File: config.mk
export PLATFORM = sky130hd
export DESIGN_NAME = pns_ctrl
export DESIGN_NICKNAME = d
export VERILOG_FILES = /design/src/hdl/pns_pkg.sv /design/src/hdl/pns_ctrl.sv
export SDC_FILE = /design/constraint.sdc
export NUM_CORES = 1
export LEC_CHECK = 0
export ABC_CLOCK_PERIOD_IN_PS = 1800
export BUFFER_PORTS_ARGS = -buffer_cell sky130_fd_sc_hd__buf_2
export CAP_MARGIN = 20
export CORE_AREA = 2 2 39 41
export CTS_CLUSTER_SIZE = 12
export DETAILED_ROUTE_END_ITERATION = 6
export DIE_AREA = 0 0 41 43
export GPL_TIMING_DRIVEN = 0
export PLACE_DENSITY_LB_ADDON = 0.3
export SLEW_MARGIN = 20
export SYNTH_ARGS = -nofsm -noshare
export SYNTH_HDL_FRONTEND = slang
export SYNTH_SLANG_ARGS = --single-unit
File: constraint.sdc
create_clock -name clk -period 1.8 [get_ports clk]
set_input_delay 0.36 -clock clk [delete_from_list [all_inputs] [get_ports clk]]
set_output_delay 0.36 -clock clk [all_outputs]
set_load 0.005 [all_outputs]
File: src/hdl/pns_pkg.sv
package pns_pkg;

    // Sizes of the stored sequence.
    localparam int MAX_BASES   = 16384;
    localparam int STORE_BYTES = (MAX_BASES + 3) / 4;
    localparam int ADDR_W      = $clog2(STORE_BYTES);
    localparam int COUNT_W     = 15;
    localparam int POS_W       = 14;
    localparam int CHAR_W      = 8;
    localparam int KIND_W      = 2;

    // Item kinds.
    localparam logic [KIND_W-1:0] KIND_APPEND = 2'd0;
    localparam logic [KIND_W-1:0] KIND_READ   = 2'd1;
    localparam logic [KIND_W-1:0] KIND_CLEAR  = 2'd2;

    // ASCII characters.
    localparam logic [CHAR_W-1:0] CHAR_A  = 8'h41;
    localparam logic [CHAR_W-1:0] CHAR_C  = 8'h43;
    localparam logic [CHAR_W-1:0] CHAR_G  = 8'h47;
    localparam logic [CHAR_W-1:0] CHAR_T  = 8'h54;
    localparam logic [CHAR_W-1:0] CHAR_N  = 8'h4E;
    localparam logic [CHAR_W-1:0] CHAR_LA = 8'h61;
    localparam logic [CHAR_W-1:0] CHAR_LC = 8'h63;
    localparam logic [CHAR_W-1:0] CHAR_LG = 8'h67;
    localparam logic [CHAR_W-1:0] CHAR_LT = 8'h74;

    // Two-bit base codes.
    localparam logic [1:0] CODE_A = 2'd0;
    localparam logic [1:0] CODE_C = 2'd1;
    localparam logic [1:0] CODE_G = 2'd2;
    localparam logic [1:0] CODE_T = 2'd3;

    // Commands from the controller to the datapath.
    typedef struct packed {
        logic capture;
        logic exec;
        logic load;
        logic push;
    } pns_cmd_t;

    // Status from the datapath to the controller.
    typedef struct packed {
        logic is_read;
        logic out_busy;
    } pns_stat_t;

    function automatic logic [1:0] char_code(input logic [CHAR_W-1:0] c);
        logic [1:0] code;
        case (c)
            CHAR_C, CHAR_LC: code = CODE_C;
            CHAR_G, CHAR_LG: code = CODE_G;
            CHAR_T, CHAR_LT: code = CODE_T;
            default:         code = CODE_A;
        endcase
        return code;
    endfunction

    function automatic logic [CHAR_W-1:0] fwd_base(input logic [1:0] code);
        logic [CHAR_W-1:0] ch;
        case (code)
            CODE_A:  ch = CHAR_A;
            CODE_C:  ch = CHAR_C;
            CODE_G:  ch = CHAR_G;
            default: ch = CHAR_T;
        endcase
        return ch;
    endfunction

    function automatic logic [CHAR_W-1:0] rev_base(input logic [1:0] code);
        logic [CHAR_W-1:0] ch;
        case (code)
            CODE_A:  ch = CHAR_T;
            CODE_C:  ch = CHAR_G;
            CODE_G:  ch = CHAR_C;
            default: ch = CHAR_A;
        endcase
        return ch;
    endfunction

endpackage

File: src/hdl/pns_ctrl.sv
module pns_ctrl (
    input  logic               clk,
    input  logic               rst_n,
    input  logic               req_valid,
    output logic               req_ready,
    input  pns_pkg::pns_stat_t stat,
    output pns_pkg::pns_cmd_t  cmd
);
    import pns_pkg::*;

    typedef enum logic [1:0] {
        S_IDLE,
        S_EXEC,
        S_LOAD,
        S_PUSH
    } state_t;

    state_t state_reg;
    state_t state_next;

    always_comb
    begin
        state_next = state_reg;
        unique case (state_reg)
            S_IDLE:
            begin
                if (req_valid)
                begin
                    state_next = S_EXEC;
                end
            end
            S_EXEC:
            begin
                state_next = stat.is_read ? S_LOAD : S_PUSH;
            end
            S_LOAD:
            begin
                state_next = S_PUSH;
            end
            S_PUSH:
            begin
                if (!stat.out_busy)
                begin
                    state_next = S_IDLE;
                end
            end
            default:
            begin
                state_next = S_IDLE;
            end
        endcase
    end

    always_ff @(posedge clk or negedge rst_n)
    begin
        if (!rst_n)
        begin
            state_reg <= S_IDLE;
        end
        else
        begin
            state_reg <= state_next;
        end
    end

    assign req_ready   = (state_reg == S_IDLE);
    assign cmd.capture = (state_reg == S_IDLE) && req_valid;
    assign cmd.exec    = (state_reg == S_EXEC);
    assign cmd.load    = (state_reg == S_LOAD);
    assign cmd.push    = (state_reg == S_PUSH) && !stat.out_busy;

    a_cmd_onehot: assert property (@(posedge clk) disable iff (!rst_n)
        $onehot0({cmd.capture, cmd.exec, cmd.load, cmd.push}))
        else $error("more than one datapath command at once");

    a_load_after_read: assert property (@(posedge clk) disable iff (!rst_n)
        (cmd.exec && stat.is_read) |=> cmd.load)
        else $error("read item did not go on to the memory data cycle");

endmodule

# Yosys cells after proc, flatten, opt, wreduce, memory -nomap -nowiden
# Index checks and enable logic that the tools add are counted.
[totals] reg_bits=2 rom_bits=0 mem_count=0 elab_cells=15 latchBits=0 ramBits=0
[classes] n_mux=4 div=0 mul=0 order_cmp=0 n_reduce_logical=5 addsub=0 n_eq_ne=5 n_shift=0 bitwise_logic=0
[ops] cell="one-hot mux 2 bit (4 select lines)" n=1
[ops] cell="== test 2 bit (second input constant)" n=2
[ops] cell="two-way mux 2 bit" n=2
[ops] cell="!= test 2 bit (second input constant)" n=2
[ops] cell="== test 2 x 1 -> 1 bit (second input constant)" n=1
[ops] cell="logical AND 1 bit" n=2
[ops] cell="zero test 2 bit" n=1
[ops] cell="AND reduction 2 bit" n=1
[ops] cell="zero test 1 bit" n=1
[ops] cell="two-way mux 1 bit" n=1

# Longest topological paths before layout
# Gate-level depths: netlist of run 1.
[depth] word_depth=3 depth_mapped=5 mapped_depth_nobuf=5

# Least setup slack after synthesis of run 1
# OpenSTA, ideal clock, no wires.
[synth_timing] path_type="register to register" start="register state_reg[0]" end="register state_reg[1]" required_ns=1.675 synth_period_minus_slack_ns=1.349 stages_incl_launch_ff=6 arrival_ns=1.224 path_buffers=0 slack_ns=0.451 cell_sequence="dfrtp_1 > inv_1 > ha_1 > inv_1 > o21a_1 > mux2_4"
[synth_between] elab_chain_cells=3 elab_cells_between_ends=8 classes_between="5 x eq/ne; 1 x mux; 2 x reduce/logical"
[synth_rtl] item="start: declaration" line="pns_ctrl.sv:18" source="state_t state_reg;"
[synth_rtl] item="start signal: assignment" line="pns_ctrl.sv:62" source="state_reg <= state_next;"
[synth_rtl] item="zero test 2 bit (*)"
[synth_rtl] item="net req_ready" line="pns_ctrl.sv:5" source="output logic req_ready,"
[synth_rtl] item="!= test 2 bit (no source line)"
[synth_rtl] item="AND reduction 2 bit (no source line)"
# Mark *: on every way through the listed nets, which the timed path passes. The rest lies on a longest branch.
# A chain may end at the register's enable or synchronous reset.

==> impl_metrics.yaml, run 1 <==
final_layout:
  drive_gt1_share_pct: 48.4
  fillerInstances: 153
  fin_util_pct: 19.8
  largest_register_ff_count: 2
  nets: 42
  syn_to_final_growth_pct: 55.3
  diodes: 0
logic_synthesis:
  yosys-top-cells-count: "4 x ha_1, 3 x inv_1, 2 x dfrtp_1, 2 x nand2_1"
  synth_cells: 18
  synth.net_count: 27
  synth_seq_cells: 2
  synth.area.top_cells: "dfrtp_1 28%, ha_1 28%, mux2_4 8.5%"
  synthFlopType: "dfrtp_1"
  synthMuxAreaShare_pct: 8.51
  synthDistinctLibCells: 11
  async_reset_ff_share_pct: 100
  syn_area_um2: 176
  synthSimpleGateAreaFrac_pct: 15.6
  synth_compound_area_share_pct: 12.8
  synth.yosys.warnings: 0
  synth_top_area_share_pct: 28.4
  synth_most_common_cell: "ha_1"
  synth_top_family_by_area: "adder cells"
  synth_top_area_cell: "dfrtp_1"
  ys_seq_area_share_pct: 28.4
  postSynthAreaPerCell_um2: 9.80
  synth_edf_count: 0
  synthXorXnorAreaFrac_pct: 0
  synthAdderAreaFrac_pct: 28.4
timing:
  period_minus_slack_ps: 1550
  tns_ps: 0
  finalCritPeriodShare_pct: 85.9
  max_freq_mhz: 647
  relSlewSlack_pct: 90.6
  rsz0062_at_grt: "false"
  hold_viol: 0
  worst_pin_slew_ps: 140
  setup_viol: 0
  skew_ps: 4.03
  slew_violations: 0
pwr:
  powerDensity_nw_per_um2: 1620
  max-vdd-ir-drop_v: 0.000521
  power.leakage_nw: 0.153
detailed_routing:
  drt-total-wl_um: 362
  dr.pass1.iters: 2
  dr_total_vias: 156
  postRouteAntennaNets: 0
  viasPerCell: 3.32
  wl_per_cell_um: 7.70
  drt_iter0_markers: 3
  drc: 0
clock_tree:
  cts.hold.buffers_added: 1
  cts_resized: 0
  cts-root-buf: "clkbuf_4"
  clock_latency_ps: 220
  clockBufferDepth: 2
  clkTransAtPathRegs_ps: 30
  tritoncts: "yes"
  clock-sinks: 2
  cts_buffers: 3
  postCtsSetupRepairBufs: 0
  cts_htree_levels: 1
critical_path:
  slowest_delay_ps: 360
  r2r_slack_ps: 400
  end_kind: "primary output"
  cp.required_ps: 1440
  cp_slowest_cell: "dfrtp_1"
  crit_type: "register to primary output"
  crit_chain: "inv_1 > ha_1 > and2_2 > buf_2"
  regToRegEndpoint: "state_reg[1]"
  arrival_ps: 1190
  reg2reg_from: "state_reg[0]"
  cp_max_fo: 4
  reg2regPathDepth: 5
  cp-start-kind: "register"
status:
  status: "completed"
global_route:
  grt_pass1_wl_um: 538
  grt_overflow: 0
  antenna_found_initial: 0
  grt_max_degree: 5
  first_global_vias: 142
  track_usage_pct: 5.23
floorplan:
  ios: 10
  die_w_um: 41
  dieArea_um2: 1760
  rows: 14
  initial_utilization_pct: 12.7
  dieHeight_um: 43
  core_um2: 1380
placed_design:
  dpl.hpwl_um: 283
  place_congestion: 0.613
  io_buffers: 9
worst_hold_path:
  hp-class: "input port to async pin"
flow_run:
  drv_cap: 0
-- area by class of cell --
class / count / area [um^2] / share of cell area (%)
Multi-Input combinational cell: 13 / 115 / 42.0
Timing Repair Buffer: 10 / 55.1 / 20.1
Sequential cell: 2 / 50.0 / 18.3
Clock buffer: 3 / 22.5 / 8.22
Tap cell: 16 / 20.0 / 7.31
Inverter: 3 / 11.3 / 4.11
-- placed cells by master, fill, tap and decap left out, drive strengths merged --
master       Yosys  layout
and2             1       1
buf              0       9
nand2            2       2
dfrtp            2       2
nand2b           1       1
o21a             1       1
clkbuf           0       3
ha               4       4
a31o             1       1
a31oi            1       1
inv              3       3
mux2             1       1
dlygate4sd3      0       1
nor2b            1       1
-- kinds of logic after synthesis --
group                    count (synthesis)
AO/OA/AOI/OAI                            3
adder cells (fa/ha/maj)                  4
buffers and inverters                    3
flip-flops                               2
multiplexers                             1
AND/OR/NAND/NOR                          5
-- metrics by stage --
stage / worst slack, ps / power, mW / hold slack, ps / instance area (um^2) / cells
final: 254 / 0.445 / 443 / 274 / 47
after global routing: 149 / 0.504 / 460 / 274 / 47
after CTS: 231 / 0.460 / 433 / 274 / 47
after detailed placement: 401 / 0.351 / 146 / 241 / 43
after global placement: 384 / 0.349 / 148 / 241 / 43
after floorplan: 451 / 0.273 / 64.4 / 176 / 18
-- how the worst max path moves through the flow --
| stage | start | endpoint | slack (ps) | depth (start not counted) |
|---|---|---|---|---|
| floorplan | state_reg[0] | state_reg[1] | 450 | 5 |
| global placement | state_reg[0] | state_reg[1] | 380 | 5 |
| detailed placement | state_reg[0] | state_reg[1] | 400 | 5 |
| CTS | state_reg[0] | cmd[3] | 230 | 4 |
| global route | state_reg[1] | cmd[3] | 150 | 4 |
| finish | state_reg[0] | cmd[3] | 250 | 4 |
-- power by group --
group | total [mW] | internal (mW) | switching, mW
Combinational | 0.253 | 0.140 | 0.113
Sequential | 0.0928 | 0.0711 | 0.0217
Clock | 0.0993 | 0.0736 | 0.0257
-- routing by layer --
| layer | vias up | wire length (um) | track usage (%) |
|---|---|---|---|
| met3 | 0 | 55 | 4.71 |
| li1 | 86 | - | - |
| met2 | 10 | 122 | 5.63 |
| met1 | 60 | 184 | 5.16 |
| met4 | 0 | 0 | 6.00 |
| met5 | - | 0 | 0 |
-- critical path: cells and delay by family (launching register included) --
kind / cells / cell delay (ps)
flops: 1 / 360
simple gates: 1 / 170
buf+inv: 2 / 210
fa+ha+maj: 1 / 220
Note: power is estimated with default switching activity, not from simulation.
==> run 2, diff against run 1 <==
--- a/config.mk
+++ b/config.mk
@@ -8,12 +8,15 @@
 export ABC_CLOCK_PERIOD_IN_PS = 1800
 export BUFFER_PORTS_ARGS = -buffer_cell sky130_fd_sc_hd__buf_2
 export CAP_MARGIN = 20
+export CELL_PAD_IN_SITES_DETAIL_PLACEMENT = 1
+export CELL_PAD_IN_SITES_GLOBAL_PLACEMENT = 2
 export CORE_AREA = 2 2 39 41
 export CTS_CLUSTER_SIZE = 12
 export DETAILED_ROUTE_END_ITERATION = 6
 export DIE_AREA = 0 0 41 43
 export GPL_TIMING_DRIVEN = 0
 export PLACE_DENSITY_LB_ADDON = 0.3
+export SKIP_LAST_GASP = 1
 export SLEW_MARGIN = 20
 export SYNTH_ARGS = -nofsm -noshare
 export SYNTH_HDL_FRONTEND = slang
==> impl_metrics.yaml, run 2 (synthesis gave the netlist of run 1 again) <==
critical_path:
  end_kind: "primary output"
  arrival_ps: 1200
  cp_max_fo: 4
  cp.required_ps: 1440
  crit_start: "state_reg[0]"
  crit_type: "register to primary output"
  reg2reg_from: "state_reg[0]"
  cp-start-kind: "register"
final_layout:
  diodes: 0
  fillerInstances: 170
  nets: 42
  layoutNonFillerInstCount: 47
  drive_gt1_share_pct: 48.4
  final_cell_mix: "9 x buf_2, 4 x ha_1, 3 x inv_1, 3 x clkbuf_4"
  final_common_cell: "buf_2"
  largest_register_ff_count: 2
  syn_to_final_growth_pct: 55.3
pwr:
  p_int_mw: 0.283
  p_sw_mw: 0.159
  power.total_mw: 0.443
  seq_power_share_pct: 20.9
  clkPwrFrac_pct: 22.3
  power.leakage_nw: 0.153
  combinationalPowerShare_pct: 56.8
  powerDensity_nw_per_um2: 1620
  max-vdd-ir-drop_v: 0.000329
  swShare_pct: 36.0
placed_design:
  dpl.hpwl_um: 327
  place_inst: 43
  place_congestion: 0.592
  io_buffers: 9
timing:
  skew_ps: 1.53
  slew_violations: 0
  finalCritPeriodShare_pct: 86.4
  hold_viol: 0
  setup_viol: 0
  tns_ps: 0
  worst_pin_slew_ps: 137
  relSlewSlack_pct: 90.8
  max_freq_mhz: 643
  period_minus_slack_ps: 1560
  rsz0062_at_grt: "false"
global_route:
  grt_use_met1_pct: 4.82
  grt_overflow: 0
  antenna_found_initial: 0
  grt_use_met3_pct: 3.14
  track_usage_pct: 5.92
  grt_pass1_wl_um: 634
  grt_max_degree: 5
  gr-usage-met2_pct: 8.13
  first_global_vias: 184
  busiest_layer: "met2"
floorplan:
  rows: 14
  ios: 10
  dieArea_um2: 1760
  core_um2: 1380
  dieHeight_um: 43
  initial_utilization_pct: 12.7
  die_w_um: 41
detailed_routing:
  drt-total-wl_um: 391
  postRouteAntennaNets: 0
  wl_per_cell_um: 8.32
  viasPerCell: 3.53
  drc: 0
  drt_iter0_markers: 0
  dr.pass1.iters: 1
  dr_total_vias: 166
clock_tree:
  cts_htree_levels: 1
  cts_resized: 0
  clock-sinks: 2
  clockBufferDepth: 2
  postCtsSetupRepairBufs: 0
  tritoncts: "yes"
  clock_latency_ps: 220
  cts-root-buf: "clkbuf_4"
  cts_buffers: 3
  clkTransAtPathRegs_ps: 30
worst_hold_path:
  hp-class: "input port to async pin"
status:
  status: "completed"
flow_run:
  drv_cap: 0
run 2: cell counts in the layout (fill, tap and decap cells not counted):
No cell type changed its count.
run 2: routing by layer:
metal / part of all wire, % / vias up / wire length, um
li1: - / 85 / -
met2: 50 / 7 / 194
met3: 9.7 / 0 / 38
met5: 0 / - / 0
met1: 41 / 74 / 159
met4: 0 / 0 / 0
run 2: layout make-up:
cell class / instances / area [um^2] / area share [%]
Timing Repair Buffer: 10 / 55.1 / 20.1
Multi-Input combinational cell: 13 / 115 / 42.0
Tap cell: 16 / 20.0 / 7.31
Inverter: 3 / 11.3 / 4.11
Sequential cell: 2 / 50.0 / 18.3
Clock buffer: 3 / 22.5 / 8.22
run 2: power groups by stage:
stage	sequential [mW]	clock, mW	combinational [mW]
4_1_cts	0.0946	0.104	0.260
5_1_grt	0.0972	0.110	0.293
2_1_floorplan	0.0887	0	0.184
3_3_place_gp	0.0944	0	0.254
3_5_place_dp	0.0955	0	0.256
6_report	0.0926	0.0985	0.251
run 2: path summary, 6_finish.rpt:
| kind | to | cells after the start | slack (ps) |
|---|---|---|---|
| min in group clk | state_reg[0] | 3 | 560 |
| worst max-delay path | cmd[3] | 4 | 240 |
| max in group asynchronous | state_reg[0] | 2 | 1250 |
| worst min register to register | state_reg[1] | 1 | 570 |
| worst max register to register | state_reg[1] | 5 | 400 |
| worst min-delay path | state_reg[1] | 2 | 450 |
run 2: worst max-delay path, stage by stage, from the launching register on:
cell and delay [ps]:
dfrtp_1 360, inv_1 100, ha_1 220, and2_2 170
buf_2 120
run 2: timing repair:
action | in CTS | in global routing
hold endpoints to repair | 2 | 0
hold buffers | 1 | 0
setup endpoints to repair | 0 | 0
run 2: stage by stage:
stage               util (%)  setup slack (ps)  instance area (um^2)  hold WS (ps)
finish                  19.8               245                   274           450
global route            19.8               164                   274           458
CTS                     19.8               216                   274           441
detailed placement      17.5               385                   241           149
global placement        17.5               386                   241           144
floorplan                  -               451                   176          64.4
==> run 3, diff against run 2 <==
--- a/config.mk
+++ b/config.mk
@@ -5,7 +5,7 @@
 export SDC_FILE = /design/constraint.sdc
 export NUM_CORES = 1
 export LEC_CHECK = 0
-export ABC_CLOCK_PERIOD_IN_PS = 1800
+export ABC_CLOCK_PERIOD_IN_PS = 1450
 export BUFFER_PORTS_ARGS = -buffer_cell sky130_fd_sc_hd__buf_2
 export CAP_MARGIN = 20
 export CELL_PAD_IN_SITES_DETAIL_PLACEMENT = 1
@@ -14,7 +14,6 @@
 export CTS_CLUSTER_SIZE = 12
 export DETAILED_ROUTE_END_ITERATION = 6
 export DIE_AREA = 0 0 41 43
-export GPL_TIMING_DRIVEN = 0
 export PLACE_DENSITY_LB_ADDON = 0.3
 export SKIP_LAST_GASP = 1
 export SLEW_MARGIN = 20
==> constraint.sdc (replaced) <==
create_clock -name clk -period 1.45 [get_ports clk]
set_input_delay 0.29 -clock clk [delete_from_list [all_inputs] [get_ports clk]]
set_output_delay 0.29 -clock clk [all_outputs]
set_load 0.005 [all_outputs]
==> impl_metrics.yaml, run 3 (synthesis gave the netlist of run 1 again) <==
detailed_routing:
  dr.pass1.iters: 1
  viasPerCell: 3.63
  drt_iter0_markers: 0
  drt-total-wl_um: 462
  postRouteAntennaNets: 0
  wl_per_cell_um: 9.06
  drc: 0
  dr_total_vias: 185
timing:
  rsz0062_at_grt: "true"
  max_freq_mhz: 700
  worst_pin_slew_ps: 167
  tns_ps: 0
  finalCritPeriodShare_pct: 98.5
  fin_ws_ps: 21.8
  slew_violations: 0
  setup_viol: 0
  hold_viol: 0
  period_minus_slack_ps: 1430
  relSlewSlack_pct: 88.8
  hold_ws_ps: 383
  skew_ps: 4.96
worst_hold_path:
  hp-class: "input port to async pin"
placed_design:
  place_congestion: 0.648
  place_area_um2: 249
  place_inst: 44
  io_buffers: 9
  dp_slack_ps: 23.3
global_route:
  track_usage_pct: 7.03
  antenna_found_initial: 0
  grt_overflow: 0
  grt_max_degree: 4
  first_global_vias: 192
  grt_pass1_wl_um: 828
floorplan:
  die_w_um: 41
  initial_utilization_pct: 12.7
  core_um2: 1380
  dieArea_um2: 1760
  rows: 14
  dieHeight_um: 43
  ios: 10
clock_tree:
  clkTransAtPathRegs_ps: 30
  clock_latency_ps: 220
  cts-root-buf: "clkbuf_4"
  tritoncts: "yes"
  clockBufferDepth: 2
  cts_buffers: 3
  cts_htree_levels: 1
  clock-sinks: 2
critical_path:
  reg2regPathDepth: 5
  reg2reg_from: "state_reg[1]"
  crit_start: "state_reg[1]"
  cp-start-kind: "register"
  end_kind: "primary output"
  cp_max_fo: 3
  crit_type: "register to primary output"
  cp.required_ps: 1160
  arrival_ps: 1140
pwr:
  power.total_mw: 0.695
  power.leakage_nw: 0.168
  powerDensity_nw_per_um2: 2140
  max-vdd-ir-drop_v: 0.000712
status:
  status: "completed"
final_layout:
  final_common_cell: "buf_2"
  largest_register_ff_count: 2
  final_cell_mix: "9 x buf_2, 3 x clkbuf_4, 3 x buf_4"
  drive_gt1_share_pct: 68.6
  fin_util_pct: 23.5
  syn_to_final_growth_pct: 84.4
  layoutNonFillerInstCount: 51
  diodes: 0
  finalInstanceArea_um2: 325
  nets: 46
flow_run:
  drv_cap: 0
[run 3: path summary, 6_finish.rpt]
kind                       slack (ps)           end
setup / recovery                   20        cmd[0]
hold / removal                    380  state_reg[0]
setup reg to reg                   80  state_reg[1]
hold reg to reg                   670  state_reg[1]
max in group asynchronous         960  state_reg[1]
min in group clk                  500  state_reg[0]
[run 3: cell type report]
| class | count | area [um^2] |
|---|---|---|
| fill | 173 | 1060 |
| multi-input combinational | 13 | 133 |
| timing repair buffer | 14 | 88.8 |
| sequential | 2 | 50.0 |
| clock buffer | 3 | 22.5 |
| tap | 16 | 20.0 |
| inverter | 3 | 11.3 |
[run 3: timing repair]
item                                    4_1_cts  5_1_grt
endpoints found under the setup margin        1        4
pin swaps                                     0        0
endpoints found under the hold margin         2        0
hold buffers                                  1        0
gates resized for setup                       1        6
buffers inserted                              2        1
[run 3: critical path: stages, from the launching register on]
cell	delay, ps
dfrtp_1	400
buf_6	130
ha_2	160
nor2b_1	120
buf_2	120
[run 3: layer usage]
layer	global-route usage, %	share of wire, %
met5	0	0
met4	2.00	0
met3	4.71	9.5
met2	10.6	50
met1	7.72	40
[run 3: power by group]
part | leakage, nW | switching [mW] | internal [mW]
Combinational | 0.131 | 0.188 | 0.269
Sequential | 0.0237 | 0.0307 | 0.0883
Clock | 0.0138 | 0.0283 | 0.0910
Total | 0.168 | 0.247 | 0.448
